`src/rtl/rbd_pkg.sv`:
```
// ----------------------------------------------------------------------------
// rbd_pkg
// shared types and constants of the ring buffer deque
// ----------------------------------------------------------------------------
package rbd_pkg;

    // field widths fixed by the interface
    localparam int unsigned ACTION_W = 2;
    localparam int unsigned DATA_W   = 32;
    localparam int unsigned CAP_W    = 5;

    // capacity after reset
    localparam logic [CAP_W-1:0] CAP_RESET = 5'd16;

    // operation codes
    localparam logic [ACTION_W-1:0] ACT_PUSH_FRONT = 2'd0;
    localparam logic [ACTION_W-1:0] ACT_PUSH_BACK  = 2'd1;
    localparam logic [ACTION_W-1:0] ACT_POP_FRONT  = 2'd2;
    localparam logic [ACTION_W-1:0] ACT_POP_BACK   = 2'd3;

    typedef struct packed {
        logic [ACTION_W-1:0] action;
        logic [DATA_W-1:0]   value;
    } t_in_item;

    typedef struct packed {
        logic              ok;
        logic [DATA_W-1:0] popped;
        logic              is_empty;
        logic              is_full;
    } t_out_item;

    // controller to datapath commands
    typedef struct packed {
        logic exec;      // accepted operation, update pointers and access slots
        logic load_out;  // move pending result into output register
        logic cfg_wr;    // capacity write, clears the ring
    } t_dp_cmd;

endpackage

```
`src/rtl/rbd_ctrl.sv`:
```
// ----------------------------------------------------------------------------
// rbd_ctrl
// handshake controller: input acceptance, result hand-off, config write
// ----------------------------------------------------------------------------
module rbd_ctrl (
    input  logic           i_clk,
    input  logic           i_rst_n,
    input  logic           i_in_valid,
    output logic           o_in_stall,
    output logic           o_out_valid,
    input  logic           i_out_stall,
    input  logic           i_cfg_valid,
    output logic           o_cfg_ready,
    output rbd_pkg::t_dp_cmd o_cmd
);
    import rbd_pkg::*;

    typedef enum logic {
        S_IDLE,
        S_LOAD
    } t_state;

    t_state r_state;
    t_state n_state;
    logic   r_out_valid;
    logic   n_out_valid;
    logic   out_free;
    logic   in_ready;
    logic   accept;
    logic   load_out;

    assign out_free = !r_out_valid || !i_out_stall;
    // a result in flight only blocks when it cannot move into the output register
    assign in_ready = (r_state == S_IDLE) || out_free;
    assign accept   = i_in_valid && in_ready;
    assign load_out = (r_state == S_LOAD) && out_free;

    assign o_in_stall  = !in_ready;
    assign o_out_valid = r_out_valid;
    // capacity write never shares a cycle with an operation transfer
    assign o_cfg_ready = (r_state == S_IDLE) && !i_in_valid;

    assign o_cmd.exec     = accept;
    assign o_cmd.load_out = load_out;
    assign o_cmd.cfg_wr   = i_cfg_valid && (r_state == S_IDLE) && !i_in_valid;

    always_comb begin
        n_state = r_state;
        unique case (r_state)
            S_IDLE: begin
                if (accept) begin
                    n_state = S_LOAD;
                end
            end
            S_LOAD: begin
                if (accept) begin
                    n_state = S_LOAD;
                end else if (load_out) begin
                    n_state = S_IDLE;
                end
            end
            default: n_state = S_IDLE;
        endcase

        n_out_valid = r_out_valid;
        if (load_out) begin
            n_out_valid = 1'b1;
        end else if (r_out_valid && !i_out_stall) begin
            n_out_valid = 1'b0;
        end
    end

    always_ff @(posedge i_clk) begin
        if (!i_rst_n) begin
            r_state     <= S_IDLE;
            r_out_valid <= 1'b0;
        end else begin
            r_state     <= n_state;
            r_out_valid <= n_out_valid;
        end
    end

    // a pending result exists in the cycle after a transfer or while held
    a_load_after_accept: assert property (@(posedge i_clk) disable iff (!i_rst_n)
        accept |=> (r_state == S_LOAD))
        else $error("pending result lost after input transfer");

    a_out_hold: assert property (@(posedge i_clk) disable iff (!i_rst_n)
        (r_state == S_LOAD) && !out_free |=> (r_state == S_LOAD))
        else $error("pending result dropped while output busy");

    a_no_overwrite: assert property (@(posedge i_clk) disable iff (!i_rst_n)
        load_out |-> !(r_out_valid && i_out_stall))
        else $error("output register overwritten while stalled");

endmodule

```
`src/rtl/rbd_dpath.sv`:
```
// ----------------------------------------------------------------------------
// rbd_dpath
// pointers, slot memory, capacity register and result registers
// ----------------------------------------------------------------------------
module rbd_dpath #(
    parameter int unsigned DEPTH = 16
) (
    input  logic                i_clk,
    input  logic                i_rst_n,
    input  rbd_pkg::t_dp_cmd    i_cmd,
    input  rbd_pkg::t_in_item   i_in_item,
    input  logic [rbd_pkg::CAP_W-1:0] i_cfg_data,
    output rbd_pkg::t_out_item  o_out_item
);
    import rbd_pkg::*;

    localparam int unsigned AW = (DEPTH > 1) ? $clog2(DEPTH) : 1;
    localparam int unsigned CW = ((AW > CAP_W) ? AW : CAP_W) + 1;

    function automatic logic [AW-1:0] step_up(input logic [AW-1:0] p,
                                              input logic [CW-1:0] cap);
        logic [CW-1:0] s;
        s = CW'(p) + CW'(1);
        return (s >= cap) ? '0 : AW'(s);
    endfunction

    function automatic logic [AW-1:0] step_down(input logic [AW-1:0] p,
                                                input logic [CW-1:0] cap);
        logic [CW-1:0] m;
        m = cap - CW'(1);
        return (p == '0) ? AW'(m) : p - AW'(1);
    endfunction

    logic [CAP_W-1:0]  r_cap;
    logic [AW-1:0]     r_front;
    logic [AW-1:0]     r_back;
    logic              r_none;
    logic [AW-1:0]     n_front;
    logic [AW-1:0]     n_back;
    logic              n_none;

    logic [DATA_W-1:0] r_mem [DEPTH];
    logic [DATA_W-1:0] r_rd;

    logic              r_res_ok;
    logic              r_res_pop;
    logic              r_res_empty;
    logic              r_res_full;
    t_out_item         r_out_item;

    logic [CW-1:0]     cap_eff;
    logic              cap_on;
    logic              is_push;
    logic              at_front;
    logic              full_now;
    logic              push_ok;
    logic              pop_ok;
    logic [AW-1:0]     waddr;
    logic [AW-1:0]     raddr;
    logic              full_next;

    // capacity saturates at the ring depth
    assign cap_eff  = (CW'(r_cap) > CW'(DEPTH)) ? CW'(DEPTH) : CW'(r_cap);
    assign cap_on   = (cap_eff != '0);
    assign is_push  = (i_in_item.action == ACT_PUSH_FRONT) ||
                      (i_in_item.action == ACT_PUSH_BACK);
    assign at_front = (i_in_item.action == ACT_PUSH_FRONT) ||
                      (i_in_item.action == ACT_POP_FRONT);
    assign full_now = cap_on && !r_none && (r_front == step_up(r_back, cap_eff));
    assign push_ok  = cap_on && is_push && !full_now;
    assign pop_ok   = cap_on && !is_push && !r_none;
    assign raddr    = at_front ? r_front : r_back;

    always_comb begin
        n_front = r_front;
        n_back  = r_back;
        n_none  = r_none;
        if (push_ok) begin
            if (r_none) begin
                n_front = '0;
                n_back  = '0;
                n_none  = 1'b0;
            end else if (at_front) begin
                n_front = step_down(r_front, cap_eff);
            end else begin
                n_back = step_up(r_back, cap_eff);
            end
        end else if (pop_ok) begin
            if (r_front == r_back) begin
                n_front = '0;
                n_back  = '0;
                n_none  = 1'b1;
            end else if (at_front) begin
                n_front = step_up(r_front, cap_eff);
            end else begin
                n_back = step_down(r_back, cap_eff);
            end
        end
        waddr     = at_front ? n_front : n_back;
        full_next = cap_on && !n_none && (n_front == step_up(n_back, cap_eff));
    end

    always_ff @(posedge i_clk) begin
        if (!i_rst_n) begin
            r_cap   <= CAP_RESET;
            r_front <= '0;
            r_back  <= '0;
            r_none  <= 1'b1;
        end else if (i_cmd.cfg_wr) begin
            r_cap   <= i_cfg_data;
            r_front <= '0;
            r_back  <= '0;
            r_none  <= 1'b1;
        end else if (i_cmd.exec) begin
            r_front <= n_front;
            r_back  <= n_back;
            r_none  <= n_none;
        end
    end

    // slot memory, one write and one registered read
    always_ff @(posedge i_clk) begin
        if (i_cmd.exec && push_ok) begin
            r_mem[waddr] <= i_in_item.value;
        end
        if (i_cmd.exec && pop_ok) begin
            r_rd <= r_mem[raddr];
        end
    end

    always_ff @(posedge i_clk) begin
        if (i_cmd.exec) begin
            r_res_ok    <= push_ok || pop_ok;
            r_res_pop   <= pop_ok;
            r_res_empty <= n_none;
            r_res_full  <= full_next;
        end
        if (i_cmd.load_out) begin
            r_out_item.ok       <= r_res_ok;
            r_out_item.popped   <= r_res_pop ? r_rd : '0;
            r_out_item.is_empty <= r_res_empty;
            r_out_item.is_full  <= r_res_full;
        end
    end

    assign o_out_item = r_out_item;

    a_empty_home: assert property (@(posedge i_clk) disable iff (!i_rst_n)
        r_none |-> (r_front == '0) && (r_back == '0))
        else $error("empty ring with pointers away from slot zero");

    a_ptr_range: assert property (@(posedge i_clk) disable iff (!i_rst_n)
        !r_none |-> cap_on && (CW'(r_front) < cap_eff) && (CW'(r_back) < cap_eff))
        else $error("pointer beyond capacity");

    a_refused_still: assert property (@(posedge i_clk) disable iff (!i_rst_n)
        i_cmd.exec && !i_cmd.cfg_wr && !push_ok && !pop_ok
        |=> $stable(r_front) && $stable(r_back) && $stable(r_none))
        else $error("refused operation changed ring state");

endmodule

```
`src/rtl/ring_buffer_deque.sv`:
```
// ----------------------------------------------------------------------------
// ring_buffer_deque
// bounded double-ended queue held in a ring of slots
// ----------------------------------------------------------------------------
// Each input transfer carries one operation (push front, push back, pop front,
// pop back) and produces exactly one result transfer with ok, the popped value
// (zero unless a pop succeeded) and the empty and full flags after the step.
// On the way from input transfer to result, the pointers and the slot access
// are done in the transfer cycle, and the registered slot read then moves
// into the output register once that is free. The next operation is taken in
// the cycle its predecessor moves to the output register, so with no output
// stall the block sustains one operation per cycle; the output register keeps
// one finished result waiting while the next is worked on. Capacity is
// written through its own port only while no result is pending and no
// operation is offered; a write also empties the deque. Capacity saturates
// at DEPTH, and zero refuses all operations. Refused operations (push into
// full, pop from empty) change nothing and report ok low. No clearing pass
// is needed after reset.
// ----------------------------------------------------------------------------
module ring_buffer_deque #(
    parameter int unsigned DEPTH = 16
) (
    input  logic                      i_clk,
    input  logic                      i_rst_n,
    // operation channel
    input  logic                      i_in_valid,
    output logic                      o_in_stall,
    input  rbd_pkg::t_in_item         i_in_item,
    // result channel
    output logic                      o_out_valid,
    input  logic                      i_out_stall,
    output rbd_pkg::t_out_item        o_out_item,
    // capacity write channel
    input  logic                      i_cfg_valid,
    output logic                      o_cfg_ready,
    input  logic [rbd_pkg::CAP_W-1:0] i_cfg_data
);
    import rbd_pkg::*;

    t_dp_cmd cmd;

    // handshakes and sequencing
    rbd_ctrl u_ctrl (
        .i_clk       (i_clk),
        .i_rst_n     (i_rst_n),
        .i_in_valid  (i_in_valid),
        .o_in_stall  (o_in_stall),
        .o_out_valid (o_out_valid),
        .i_out_stall (i_out_stall),
        .i_cfg_valid (i_cfg_valid),
        .o_cfg_ready (o_cfg_ready),
        .o_cmd       (cmd)
    );

    // ring pointers, slot storage and result registers
    rbd_dpath #(
        .DEPTH (DEPTH)
    ) u_dpath (
        .i_clk      (i_clk),
        .i_rst_n    (i_rst_n),
        .i_cmd      (cmd),
        .i_in_item  (i_in_item),
        .i_cfg_data (i_cfg_data),
        .o_out_item (o_out_item)
    );

endmodule

```
`config.mk`:
```
export PLATFORM = sky130hd
export DESIGN_NAME = ring_buffer_deque
export DESIGN_NICKNAME = d
export VERILOG_FILES = /design/src/rtl/rbd_pkg.sv /design/src/rtl/rbd_ctrl.sv /design/src/rtl/rbd_dpath.sv /design/src/rtl/ring_buffer_deque.sv
export SDC_FILE = /design/constraint.sdc
export NUM_CORES = 1
export LEC_CHECK = 0
export BUFFER_PORTS_ARGS = -buffer_cell sky130_fd_sc_hd__buf_2
export CORE_AREA = 2 2 194 234
export CTS_CLUSTER_SIZE = 28
export DETAILED_ROUTE_END_ITERATION = 16
export DIE_AREA = 0 0 196 236
export GPL_TIMING_DRIVEN = 0
export PLACE_DENSITY_LB_ADDON = 0.12
export SYNTH_ARGS = -nofsm -noshare
export SYNTH_HDL_FRONTEND = slang
export SYNTH_SLANG_ARGS = --single-unit
```
`constraint.sdc`:
```
create_clock -name i_clk -period 5.5 [get_ports i_clk]
set_input_delay 0.55 -clock i_clk [delete_from_list [all_inputs] [get_ports i_clk]]
set_output_delay 0.55 -clock i_clk [all_outputs]
set_load 0.01 [all_outputs]
```
# --- Word-level counts from Yosys, hierarchy flattened ---
# Memory sizes are Yosys's and may differ from the RTL's. A register that Yosys moved wholly into a read port is not among the register bits.
# Cells that the tools add are included.
# Widths: inputs -> output; s select.
word_totals:
  reg_bits: 55
  ram_bits: 512
  output_inout_bits: 38
  word_cells: 98
  mem_count: 1
mem_list:
  columns: ["name", "words", "word_bits", "rd", "rd_ports_with_merged_regs", "write_ports", "line_no", "source"]
  rows:
  - ["u_dpath.r_mem", 16, 32, 1, 1, 1, "rbd_dpath.sv:42", "logic [DATA_W-1:0] r_mem [DEPTH];"]
classes:
  addsub: 6
  order_cmp: 4
  n_eq_ne: 5
  muxes: 31
  bitwise_logic: 2
  n_reduce_logical: 35
op_table:
  columns: ["cell", "n"]
  rows:
  - ["$mux 4", 19]
  - ["$logic_and 1x1->1", 16]
  - ["$add 4x1->5 const B", 3]
  - ["$ge 5x5->1", 3]
  - ["$eq 4x4->1", 3]
  - ["$sub 4x1->4 const B", 3]
  - ["$mux 1", 10]
  - ["$logic_not 1->1", 8]
  - ["$logic_not 4->1", 2]
  - ["$reduce_bool 6->1", 1]
  - ["$gt 5x5->1 const B", 1]
  - ["$logic_or 1x1->1", 5]
  - ["$mux 5", 1]
  - ["$eq 2x1->1 const B", 1]
  - ["$eq 2x2->1 const B", 1]
  - ["$logic_not 2->1", 1]
  - ["$not 1->1", 2]
  - ["$pmux 1 s2", 1]
  - ["$reduce_bool 2->1", 1]
  - ["$reduce_or 2->1", 1]

# --- Logic depth before layout (Yosys ltp) ---
depth:
  ltp_word: 14
  mapped_depth: 22

# --- Modules after synthesis ---
# From an unflattened synthesis, not the netlist that was laid out.
unflattened:
  hier_cells: 1297
  hier_area_um2: 24149.4
by_module_without_submodules:
  columns: ["mod", "n_inst", "cells_per_inst", "area_each_um2"]
  rows:
  - ["rbd_dpath", 1, 1285, 24040.6]
  - ["rbd_ctrl", 1, 12, 108.9]

# --- Worst setup path after synthesis ---
# OpenSTA, ideal clock, no wires.
synth_path:
  path_type: "flip-flop to flip-flop"
  startpoint: "register u_dpath.r_back[0]"
  endpoint: "memory u_dpath.r_mem[13][0], enable pin"
  setup_time_ps: 425
  t_arrival_ps: 4698
  slack_ps: 378
  stages_incl_launch_ff: 16
  synth_period_minus_slack_ps: 5122
  cell_sequence: "dfxtp_1 -> buf_2 -> inv_1 -> ha_1 -> ha_1 -> inv_1 -> o21ai_0 -> nand3_1 -> a21o_1 -> a211oi_1 -> a21oi_2 -> o311ai_2 -> o21ai_1 -> nor3_1 -> and2b_1 -> nor2b_1"
synth_between:
  elab_chain_cells: 10
  word_cells_on_any_way: 24
  cone_classes: "add/sub: 2; order compare: 1; eq/ne: 2; mux: 14; reduce/logical: 5"
synth_lines:
  columns: ["element", "line_no", "source"]
  rows:
  - ["from (decl)", "rbd_dpath.sv:36", "logic [AW-1:0] r_back;"]
  - ["from (signal assigned)", "rbd_dpath.sv:116", "r_back <= n_back;"]
  - ["$add 4x1->5", "rbd_dpath.sv:23", "s = CW'(p) + CW'(1);"]
  - ["$ge 5x5->1", "rbd_dpath.sv:24", "return (s >= cap) ? '0 : AW'(s);"]
  - ["$mux 4", "rbd_dpath.sv:24", null]
  - ["$eq 4x4->1", "rbd_dpath.sv:69", "assign full_now = cap_on && !r_none && (r_front == step_up(r_back, cap_eff));"]
  - ["$logic_and 1x1->1", "rbd_dpath.sv:69", null]
  - ["$logic_not 1->1", "rbd_dpath.sv:70", "assign push_ok = cap_on && is_push && !full_now;"]
  - ["$logic_and 1x1->1", "rbd_dpath.sv:70", null]
  - ["$logic_and 1x1->1", "rbd_dpath.sv:123", "if (i_cmd.exec && push_ok) begin"]
  - ["$mux 1", "rbd_dpath.sv:123", null]
  - ["$mux 1 (not written as such)", "rbd_dpath.sv:124", "r_mem[waddr] <= i_in_item.value;"]
  - ["to (decl)", "rbd_dpath.sv:42", null]
# Several ways; a longest one is shown, not always the timed one.

# --- Worst setup path after layout ---
layout_path:
  startpoint: "register u_dpath.r_back[0]"
  endpoint: "register u_dpath.r_res_full, data pin"
layout_between:
  elab_chain_cells: 13
  word_cells_on_any_way: 30
  cone_classes: "add/sub: 3; order compare: 2; eq/ne: 3; mux: 15; reduce/logical: 7"
layout_lines:
  columns: ["element", "line_no", "source"]
  rows:
  - ["$add 4x1->5", "rbd_dpath.sv:23", null]
  - ["$ge 5x5->1", "rbd_dpath.sv:24", null]
  - ["$mux 4", "rbd_dpath.sv:24", null]
  - ["$eq 4x4->1", "rbd_dpath.sv:69", null]
  - ["$logic_and 1x1->1", "rbd_dpath.sv:69", null]
  - ["$logic_not 1->1", "rbd_dpath.sv:70", null]
  - ["$logic_and 1x1->1", "rbd_dpath.sv:70", null]
  - ["$mux 4 *", "rbd_dpath.sv:78", "if (push_ok) begin"]
  - ["via u_dpath.n_back[0]", "rbd_dpath.sv:39", "logic [AW-1:0] n_back;"]
  - ["$add 4x1->5 *", "rbd_dpath.sv:23", null]
  - ["$ge 5x5->1", "rbd_dpath.sv:24", null]
  - ["$mux 4 *", "rbd_dpath.sv:24", null]
  - ["$eq 4x4->1 *", "rbd_dpath.sv:100", "full_next = cap_on && !n_none && (n_front == step_up(n_back, cap_eff));"]
  - ["$logic_and 1x1->1 *", "rbd_dpath.sv:100", null]
  - ["via u_dpath.full_next", "rbd_dpath.sv:60", "logic full_next;"]
  - ["to (signal assigned)", "rbd_dpath.sv:136", "r_res_full <= full_next;"]
  - ["to (decl)", "rbd_dpath.sv:48", "logic r_res_full;"]
# The timed path passes the listed nets; every way through them passes the cells marked *.
# A chain may end at the register's enable or synchronous reset.

==> impl_results.md <==
* Adder-cell share of the synthesized area at 0.9636%
* CTS clk-pin slew, worst paths at 0.06 ns
* Ratio of cells with drive above 1 in the final layout at 25.75%
* Final hold slack at 0.1812 ns
* Number of CTS-inserted buffers at 56
* Beginning of the critical path: u_dpath.r_back[0]$_SDFFE_PP0P_
* Maximum fanout along the worst path at 10
* Synthesis warning total at 0
* Fill cell total of the finished layout at 3,015
* DR WL/cell at 26.86 um
* Post-DP Area at 25,980 um^2
* Pin count of the biggest net entering global routing at 23
* Final Max Slew Viols at 0
* Number of DRC violations after detailed-routing iteration 0 at 1,331
* Placed cells at 1,993
* Count of pins on the block boundary at 82
* Type of destination of the critical path: flip-flop
* Clock latency reported for the late side of the worst-skew pair at 0.62 ns
* Total length of routed wires at 57,110 um
* Sum of negative setup slack at 0 ns
* Crit-path cells: buf_6 > inv_1 > ha_1 > ha_1 > inv_1 > o211ai_1 > nand4_2 > o211ai_1 > buf_4 > nand3_2 > o21ai_4 > buf_4 > mux2i_4 > ha_1 > clkbuf_2 > a211oi_2 > a31oi_2 > ha_1 > a21o_1 > maj3_2 > a21o_1 > o21ai_0 > a221oi_2
* Post-synthesis simple-gate area fraction at 6.039%
* Wire length of the first global-routing pass at 84,610 um
* Async set-reset flop share out of synthesis at 0%
* Total setup violations reported at the end of the flow at 0
* Worst Setup Path Type: flip-flop to flip-flop
* Post-detailed-route via-to-cell ratio at 6.170
* Core ar. at 44,240 um^2
* Global routing met3 resource utilization at 4.032%
* Cell area after synthesis at 24,280 um^2
* Routed via count at 13,120
* Maximum clock skew at final layout at 0.01991 ns
* IR Drop Worst-Case VDD at 0.0003086 V
* Kind of cell with the highest combined delay on the critical path: compound AO/OA/AOI/OAI gates
* Area enclosed by the die boundary at 46,260 um^2
* Estimated wirelength of the detail-placed design at 35,790 um
* Number of max-capacitance violations reported at 0
* Number of flops mapped to enable cells by yosys at 583
* Number of clock sinks at 599
* Outcome: finished, final reports clean
* Setup repair after global routing missed its margin: true
* Mux cell area share after synthesis at 12.56%
* Slew at the pin with the worst max-slew slack at 1.285 ns
* Depth of the CTS H-tree at 2
* Required time reported for the critical path endpoint at 5.85 ns
* Top cell by count, worst path: ha_1
* Utilization after layout at 64.12%
* Hold violation count in the final report at 0
* Net total in the final layout at 1,584
* Non-Filler Instances at 2,126
* Post-route DRC at 0
* Crit path largest cell delay at 0.38 ns
* Diodes inserted at 0
* Worst rel slew slack at 11.86%
* Synthesized-area fraction occupied by ao, oa, aoi and oai cells at 5.060%
* Buf/Inv on CP at 6
* CP Data Arrival Time at 5.84 ns
* Number of gates on the worst path with buffers counted at 23
* Met2 capacity usage during global routing at 42.65%
* Pleak at 9.470 nW
* Tmin final at 5.496 ns
* Area of all placed cells without fillers at 28,370 um^2
* Worst-case setup slack after placement at -0.7622 ns
* Area taken by flip-flops and latches at 17,830 um^2
* Horizontal die dimension at 196 um
* Met1 capacity usage during global routing at 33.69%
* Cells after Synth at 1,329
* XOR/XNOR share of the synthesized area at 0.5050%
* Number of distinct library cell variants in the gate-level netlist after synthesis at 74
* Root buffer cell: clkbuf_16
* Class of the tightest hold or removal check: primary input to flip-flop
* Length in cells of the worst reg-to-reg path at 23
* Min-delay src: i_in_valid
* CTS Buffer Depth at 3
* Number of nets in the synthesized netlist at 1,390
* Initial core utilization at 54.88%
* Die boundary height at 236 um
* Sum of internal, switching and leakage power at 9.586 mW
* Worst setup SP type: flip-flop
* Largest family of logic cells by synthesized area: multiplexers
* Gr usage total at 25.20%
* Count of state elements after synthesis at 599
* Period Utilization, post-route at 99.93%
* Cell with the largest stage delay on the worst path: dfxtp_2
* Vias in the first global route at 13,250
* Hold path cells at 2
* PortBufs at 80
* Drt pass-1 iters at 7
* Fraction of the yosys area taken by sequential cells at 73.42%
* Most frequently used flop master after synthesis: edfxtp_1
* Critical register-to-register path startpoint: u_dpath.r_back[0]$_SDFFE_PP0P_
* Post-route ant nets at 0
* Total global routing overflow at 0
* Post-layout worst setup margin at 0.003908 ns
* Number of antenna violations at the first check in global routing at 3
* Power per cell area at 337.9 nW/um^2
* Area growth from synthesis to layout at 16.83%
* Fmax at 0.1819 GHz
* FP Rows at 85
* Area of combinational cells with multiple inputs at 6357 um^2
* Post-synthesis average cell area at 18.27 um^2
* Highest-utilization routing layer at the global route stage: met2
* TritonCTS clock tree: done
* RePlAce Congestion at 0.9294
[per-layer routing]
metal / wire [um] / share of wire (%)
met4: 1587 / 2.8
met2: 28990 / 51
met1: 22690 / 40
met3: 3826 / 6.7
met5: 14 / 0.025
[layout by cell type, fill, tap and decap left out, types with 12 or more instances in the layout]
cell	netlist	final
a31oi_1	36	35
o21ai_0	18	18
a211oi_1	40	38
dfxtp_1	16	15
mux4_2	128	128
a21oi_1	27	27
ha_1	17	17
nor2_1	47	34
clkbuf_16	0	57
buf_12	0	24
buf_1	14	14
inv_1	18	17
nor2_4	0	17
buf_2	13	92
nand2_1	102	101
edfxtp_1	583	583
clkinv_1	0	12
nand3_1	14	14
clkbuf_1	42	49
and2_1	64	64
buf_4	1	18
[synth_stat cells (3+ instances only)]
master | n | share of area (%)
ha_1 | 17 | 0.88
clkbuf_1 | 42 | 0.65
edfxtp_1 | 583 | 72
inv_1 | 18 | 0.28
nor2b_1 | 10 | 0.26
a21o_1 | 4 | 0.12
xor2_1 | 7 | 0.25
and2_1 | 64 | 1.6
nand3_1 | 14 | 0.29
o21ai_1 | 3 | 0.062
xnor2_1 | 7 | 0.25
a31oi_1 | 36 | 0.93
nand2_1 | 102 | 1.6
o2111ai_1 | 3 | 0.11
nand2b_1 | 13 | 0.33
mux2i_1 | 13 | 0.54
a211oi_1 | 40 | 1.2
dfxtp_1 | 16 | 1.3
buf_2 | 13 | 0.27
buf_1 | 14 | 0.22
nor3b_1 | 3 | 0.093
and2_0 | 3 | 0.077
o21ai_0 | 18 | 0.37
a211o_1 | 3 | 0.11
o311a_1 | 3 | 0.12
nor2_1 | 47 | 0.73
and3_1 | 8 | 0.21
nor3_1 | 5 | 0.10
o211ai_1 | 11 | 0.34
mux4_2 | 128 | 12
a21oi_1 | 27 | 0.56
[sequential cells by signal (all words and copies together), names as in the netlist]
signal               cells
u_dpath.r_res_pop        1
u_dpath.r_rd            32
u_dpath.r_res_ok         1
u_ctrl.o_out_valid       1
u_dpath.r_none           1
u_dpath.r_back           4
u_ctrl.r_state           1
u_dpath.r_cap            5
u_dpath.r_mem          512
u_dpath.r_res_empty      1
u_dpath.o_out_item      35
u_dpath.r_front          4
u_dpath.r_res_full       1
[final cells by class]
type	instances	share of cell area, %
flip-flops and latches	599	62.84
clock inverters	30	1.305
well taps	565	2.492
multi-input cells	646	22.41
repair buffers	131	4.525
plain buffers	70	1.028
clock buffers	66	5.147
inverters	19	0.2514
[worst reg2reg max path, stage by stage (launching register included)]
cell and delay, ns:
dfxtp_2 0.38, buf_6 0.17, inv_1 0.07, ha_1 0.36, ha_1 0.30, inv_1 0.05
o211ai_1 0.29, nand4_2 0.26, o211ai_1 0.24, buf_4 0.16, nand3_2 0.15, o21ai_4 0.29
buf_4 0.18, mux2i_4 0.31, ha_1 0.19, clkbuf_2 0.22, a211oi_2 0.08, a31oi_2 0.23
ha_1 0.27, a21o_1 0.16, maj3_2 0.32, a21o_1 0.21, o21ai_0 0.23, a221oi_2 0.09
[where the power goes]
| part | switching, mW | internal, mW |
|---|---|---|
| Combinational | 0.384 | 0.225 |
| Sequential | 0.0194 | 5.08 |
| Clock | 1.62 | 2.26 |
| Total | 2.03 | 7.56 |
[path summary, 6_finish.rpt]
kind / slack, ns / endpoint
worst min register to register: 0.42 / u_dpath.o_out_item[1]$_DFFE_PP_
worst min-delay path: 0.18 / u_ctrl.r_state$_SDFF_PN0_
worst max-delay path: 0.004 / u_dpath.r_res_full$_DFFE_PP_
worst max register to register: 0.004 / u_dpath.r_res_full$_DFFE_PP_
[cell families (layout without fill, tap and decap cells)]
| family | after synthesis | count (layout) |
|---|---|---|
| flops | 599 | 599 |
| simple gates | 288 | 293 |
| compound gates | 176 | 176 |
| mux | 144 | 144 |
| buf+inv | 89 | 316 |
| fa+ha+maj | 19 | 19 |
| xor+xnor | 14 | 14 |
[what timing repair did]
item / CTS / global route
setup buffers: 6 / 26
resized for setup: 18 / 5
gates cloned: 5 / 0
hold buffers: 0 / 0
pin swaps: 9 / 12
endpoints found under the setup margin: 359 / 464
(Power assumes the default switching activity.)
